===== src/design/bmnd_pkg.sv =====
package bmnd_pkg;

  localparam int MAX_NODES  = 1024;
  localparam int MAX_BLOCKS = 64;

  localparam int OP_W       = 2;
  localparam int IDX_W      = 10;
  localparam int COORD_W    = 32;
  localparam int RAD_W      = 31;
  localparam int NCFG_W     = 11;
  localparam int BCFG_W     = 7;
  localparam int BNUM_W     = 7;
  localparam int CFG_IDX_W  = 2;
  localparam int CFG_DATA_W = 32;

  localparam int NODE_AW = (MAX_NODES > 1) ? $clog2(MAX_NODES) : 1;
  localparam int NCNT_W  = $clog2(MAX_NODES + 1);
  localparam int BLK_AW  = (MAX_BLOCKS > 1) ? $clog2(MAX_BLOCKS) : 1;
  localparam int BCNT_W  = $clog2(MAX_BLOCKS + 1);

  localparam int NCMP_W = (NCFG_W > NCNT_W) ? NCFG_W : NCNT_W;
  localparam int BCMP_W = (BCFG_W > BCNT_W) ? BCFG_W : BCNT_W;
  localparam int IDXN_W = (IDX_W > NCNT_W) ? IDX_W + 1 : NCNT_W + 1;
  localparam int IDXB_W = (IDX_W > BCNT_W) ? IDX_W : BCNT_W;

  localparam int SQ_W  = 2 * COORD_W;
  localparam int TOT_W = SQ_W + 2;
  localparam int R2_W  = 2 * RAD_W;

  localparam logic [OP_W-1:0] OP_LOAD_NODE  = 2'd0;
  localparam logic [OP_W-1:0] OP_LOAD_BLOCK = 2'd1;
  localparam logic [OP_W-1:0] OP_QUERY      = 2'd2;

  localparam logic [CFG_IDX_W-1:0] REG_RADIUS      = 2'd0;
  localparam logic [CFG_IDX_W-1:0] REG_NODE_COUNT  = 2'd1;
  localparam logic [CFG_IDX_W-1:0] REG_BLOCK_COUNT = 2'd2;

  localparam logic [RAD_W-1:0] RADIUS_RESET = 31'd6553600;

  typedef enum logic [2:0] {
    ST_IDLE,
    ST_NODE,
    ST_DRAIN,
    ST_BLK_RD,
    ST_BLK_PRE,
    ST_BLK_EVAL,
    ST_FINISH
  } state_t;

  typedef struct packed {
    logic load_node;
    logic load_block;
    logic q_start;
    logic node_issue;
    logic blk_rd;
    logic blk_pre;
    logic blk_eval;
    logic finish;
  } cmd_t;

  typedef struct packed {
    logic nn_zero;
    logic nb_zero;
    logic node_last;
    logic pipe_busy;
    logic blk_last;
    logic eval_stall;
    logic out_free;
  } stat_t;

endpackage


===== src/design/bmnd_ctrl.sv =====
module bmnd_ctrl (
  input  logic                  clk,
  input  logic                  rst_n,
  input  logic                  in_valid,
  input  logic [bmnd_pkg::OP_W-1:0] in_opcode,
  output logic                  in_ready,
  input  bmnd_pkg::stat_t       stat,
  output bmnd_pkg::cmd_t        cmd
);
  import bmnd_pkg::*;

  state_t state_r;
  state_t state_nxt;

  always_ff @(posedge clk) begin
    if (!rst_n) begin
      state_r <= ST_IDLE;
    end else begin
      state_r <= state_nxt;
    end
  end

  always_comb begin
    state_nxt = state_r;
    cmd       = '0;
    in_ready  = 1'b0;
    case (state_r)
      ST_IDLE: begin
        in_ready = 1'b1;
        if (in_valid) begin
          case (in_opcode)
            OP_LOAD_NODE: begin
              cmd.load_node = 1'b1;
            end
            OP_LOAD_BLOCK: begin
              cmd.load_block = 1'b1;
            end
            OP_QUERY: begin
              cmd.q_start = 1'b1;
              state_nxt   = stat.nn_zero ? ST_DRAIN : ST_NODE;
            end
            default: ;
          endcase
        end
      end
      ST_NODE: begin
        cmd.node_issue = 1'b1;
        if (stat.node_last) begin
          state_nxt = ST_DRAIN;
        end
      end
      ST_DRAIN: begin
        if (!stat.pipe_busy) begin
          state_nxt = stat.nb_zero ? ST_FINISH : ST_BLK_RD;
        end
      end
      ST_BLK_RD: begin
        cmd.blk_rd = 1'b1;
        state_nxt  = ST_BLK_PRE;
      end
      ST_BLK_PRE: begin
        cmd.blk_pre = 1'b1;
        state_nxt   = ST_BLK_EVAL;
      end
      ST_BLK_EVAL: begin
        if (!stat.eval_stall) begin
          cmd.blk_eval = 1'b1;
          state_nxt    = stat.blk_last ? ST_FINISH : ST_BLK_RD;
        end
      end
      ST_FINISH: begin
        if (stat.out_free) begin
          cmd.finish = 1'b1;
          state_nxt  = ST_IDLE;
        end
      end
      default: begin
        state_nxt = ST_IDLE;
      end
    endcase
  end

endmodule


===== config.mk =====
export PLATFORM = sky130hd
export DESIGN_NAME = bmnd_ctrl
export DESIGN_NICKNAME = d
export VERILOG_FILES = /design/src/design/bmnd_pkg.sv /design/src/design/bmnd_ctrl.sv
export SDC_FILE = /design/constraint.sdc
export NUM_CORES = 1
export LEC_CHECK = 0
export ABC_AREA = 1
export BUFFER_PORTS_ARGS = -buffer_cell sky130_fd_sc_hd__buf_2
export CAP_MARGIN = 20
export CORE_AREA = 10 10 47 49
export CTS_BUF_LIST = sky130_fd_sc_hd__clkbuf_16
export DETAILED_ROUTE_END_ITERATION = 8
export DIE_AREA = 0 0 57 59
export GPL_TIMING_DRIVEN = 0
export HOLD_SLACK_MARGIN = 0.02
export PLACE_DENSITY = 0.5
export SLEW_MARGIN = 20
export SYNTH_ARGS = -nofsm -noshare
export SYNTH_HDL_FRONTEND = slang
export SYNTH_SLANG_ARGS = --single-unit
export TNS_END_PERCENT = 50

===== constraint.sdc =====
create_clock -name clk -period 3.5 [get_ports clk]
set_input_delay 0.35 -clock clk [delete_from_list [all_inputs] [get_ports clk]]
set_output_delay 0.35 -clock clk [all_outputs]
set_load 0.03 [all_outputs]

Yosys cells after proc, flatten, opt, wreduce, memory -nomap -nowiden
Cells that the tools add are included.
{ "classes": {"n_eq_ne": 14, "mux": 23, "n_reduce_logical": 3} }
{ "ops": {"columns": ["operator", "n"], "rows": [
  ["$mux 3", 10],
  ["$pmux 3 s7", 1],
  ["$mux 1", 11],
  ["$ne 2x2->1 const B", 5],
  ["$eq 3x3->1 const B", 3],
  ["$eq 3x2->1 const B", 2],
  ["$reduce_and 6->1", 1],
  ["$eq 3x1->1 const B", 1],
  ["$logic_not 3->1", 1],
  ["$eq 2x1->1 const B", 1],
  ["$eq 2x2->1 const B", 1],
  ["$logic_not 2->1", 1],
  ["$mux 2", 1],
  ["$ne 2x1->1 const B", 1]
]} }
{ "totals": {"output_inout_bits": 9, "register_bits": 3, "input_bits": 12, "wordCells": 41} }

Depth between registers and ports, before layout
{ "logic_depth": {"word_depth": 4, "depth_mapped": 8, "ltp_nobuf": 8} }

Least setup slack after synthesis
OpenSTA, ideal clock, no wires.
{ "synth_timing": {"path_kind": "reg2out", "from": "reg state_r[1]", "to": "out cmd[6] (netlist name)", "n_path_buf": 1, "slack_ns": 1.254, "t_arrival_ns": 1.896, "stages_incl_launch_ff": 5, "t_required_ns": 3.150, "path_cell_list": "dfxtp_1 -> buf_4 -> nor3_2 -> inv_2 -> nor4_1"} }
{ "synth_rtl": {"columns": ["element", "line", "text"], "rows": [
  ["from (decl)", "bmnd_ctrl.sv:12", "state_t state_r;"],
  ["from (signal assigned)", "bmnd_ctrl.sv:19", "state_r <= state_nxt;"],
  ["to (decl)", "bmnd_ctrl.sv:8", "output bmnd_pkg::cmd_t cmd"]
]} }

==> flow_summary.toml <==
[worst_hold_path]
min_delay_path_depth = 3
worstHoldPathType = "input pin to flop"
hp-start = "rst_n"
hold-path-endpoint = "state_r[1]"

[global_route]
grt_antenna_before_repair = 0
grt_overflow_total = 0
grt_max_degree = 11
grt_usage_pct = 6.53
grt_first_pass_wirelength_mm = 1.88
first_global_vias = 465

[synthesis]
synth_top_flop_cell = "dfxtp_1"
postSynth.asyncResetShare_pct = 0
synthCells = 57
yosys_warnings = 0
yosysUniqueCellTypes = 18
synth_edf_count = 0
postSynthRegisterBits = 3
synthesis.nets = 69
synthesis.area_per_instance_um2 = 6.06
synth.cells.most_frequent = "nor2_1 (10), nand3_1 (7), nand2_1 (6)"
post_synth_main_area_contributors = "dfxtp_1 (17%), nor2_1 (11%), nand3_1 (10%)"
yosysSeqAreaShare_pct = 17.4
post-synth-top-area-fraction_pct = 17.4
most_frequent_cell_after_synthesis = "nor2_1"
post_synth_instance_area_um2 = 345
synth_top_cell_by_area = "dfxtp_1"

[critical_path]
required_ns = 3.15
regToRegSetupSlack_ns = 2.28
critical_path.slowest_cell = "dfxtp_1"
critical-path-max-stage-delay_ns = 0.28
worstPathArrival_ns = 1.30
worst_r2r_path_depth = 8
cp-end-kind = "output port"
timing.critical_path.buf_inv = 3
cp_cell_sequence = "buf_4, nor3_2, inv_2, nor4_1, buf_2"
critical-path-top-delay-family = "buffers and inverters"
crit_fanout = 10
crit_type = "flop to output port"
cp_launch_type = "flop"
r2r-start = "state_r[2]"
critical_r2r_capture = "state_r[0]"

[floorplan]
floorplan.core_area_mm2 = 0.00140
initial_utilization_pct = 24.6
num_rows = 14
die-height_um = 59
die_width_um = 57
io-pin-count = 21
die_area_mm2 = 0.00336

[timing]
report.final.setup_viol = 0
clock-skew-final_ns = 0.00127
fmaxAchievable_mhz = 606
totalNegativeSetupSlack_ns = 0
max_slew.worst_pin.slew_ns = 0.212
timing.max_slew.rel_slack_pct = 85.7
fin_worst_hold_slack_ns = 0.385
finalWorstPathRequiredPeriod_ns = 1.65
hold_vio_cnt_final = 0
grt_setup_unrepaired = "no"
finalCritPeriodShare_pct = 47.2
drv_slew = 0

[layout]
layout-drive-gt1-share_pct = 42.0
largest_register = "state_r"
antenna-diode-count = 0
area_delta_synth_final_pct = 57.6
ff_latch_area_um2 = 60.1
final_cell_area_um2 = 544
top_regs = "state_r: 3 flops"
final_cells = 97
n_fill_cell = 153
largest_register_ff_count = 3
final_net_count = 94
area_of_combinational_cells_with_multiple_inputs_um2 = 225

[clock_tree]
cts_resized = 0
clk_path_buf_depth = 2
cts-buffers-inserted = 3
ctsHoldBuffers = 0
clockRootBuffer = "clkbuf_16"
clock_insertion_delay_worst_skew_ns = 0.22
tritoncts = "done"
cts.clk_slew.worst_paths_ns = 0.03
post-cts-setup-buffers = 0
clock-sinks = 3
h-tree-depth = 1

[route]
iteration_0_drc_count_of_the_detailed_router = 11
detail_route.first_pass.iterations = 4
route.final.wire_length_mm = 1.10
average_vias_per_placed_instance = 4.97
final_antenna_violating_net_count = 0
dr_total_vias = 482
drcViolationCount = 0
wire_per_inst_um = 11.3

[placement]
dpl.hpwl_um = 909
placed_cell_area_um2 = 465
gp_congestion = 0.773
place.port_buffers = 20
placedCellCount = 93

[pwr]
p_per_area_mw_per_mm2 = 1030
total_power_uw = 560
leakage_power_uw = 0.000307
ir_drop_mv = 0.617

[run_status]
status = "complete, no violations"

[flow_run]
cap_violations = 0
==> layout make-up <==
cell class	instances	share of cell area, %
plain buffers	3	5.52
multi-input cells	43	41.4
repair buffers	20	18.4
flip-flops and latches	3	11.0
well taps	16	3.68
clock buffers	3	13.8
inverters	8	5.52
clock inverters	1	0.690
==> routing by layer <==
metal	share of wire (%)	GRT usage [%]	wire [um]
met1	44	7.26	481
met2	46	11.0	507
met3	8.9	3.00	97
met4	0.91	1.68	10
met5	0	0	0
==> placed cells by master (no fill, tap or decap) <==
master	synthesis	final
buf_2	0	20
inv_2	4	4
nor4_1	3	3
a21oi_1	1	1
nor3_1	4	4
nand3_1	7	7
o211a_1	2	2
buf_6	2	2
nand2_1	6	6
nand3_2	1	1
dfxtp_1	3	3
nor3_2	1	1
nor2_2	2	2
o21ai_1	2	2
buf_4	1	1
o21ai_0	1	1
clkbuf_16	0	3
inv_1	4	5
nor2_1	10	10
nand4_1	3	3
==> worst reg2reg max path: stages (launching register included) <==
cell,delay (ns)
dfxtp_1,0.35
buf_6,0.15
inv_2,0.05
nand3_1,0.12
nand2_1,0.11
nor2_2,0.16
nand2_1,0.06
nand2_1,0.07
nor2_2,0.03
==> power breakdown <==
part	switching (uW)	internal (uW)	leakage (uW)	total [uW]
clock	28.5	147	0.0000423	176
combinational	211	113	0.000239	325
sequential	10.7	49.3	0.0000249	59.9
==> how the worst max path moves through the flow <==
| stage | to | startpoint | slack (ns) | cells after the start |
|---|---|---|---|---|
| after global placement | cmd[6] | state_r[1] | 2.08 | 5 |
| final | cmd[6] | state_r[1] | 1.85 | 5 |
| after floorplan | cmd[6] | state_r[1] | 1.25 | 4 |
| after global routing | cmd[7] | state_r[1] | 1.71 | 5 |
| after CTS | cmd[7] | state_r[1] | 1.83 | 5 |
| after detailed placement | cmd[7] | state_r[1] | 2.06 | 5 |
==> stage by stage <==
stage	util, %	setup slack (ns)
2_1_floorplan	-	1.25
3_3_place_gp	33.2	2.08
3_5_place_dp	33.2	2.06
4_1_cts	38.8	1.83
5_1_grt	38.8	1.71
6_report	38.8	1.85
==> kinds of logic (layout without fill, tap and decap cells) <==
kind of cell | Yosys count | in the layout | share of synthesized area, %
buf+inv | 11 | 35 | 17.4
flops | 3 | 3 | 17.4
compound gates | 6 | 6 | 11.6
simple gates | 37 | 37 | 53.6
Note: power is estimated with default switching activity, not from simulation.
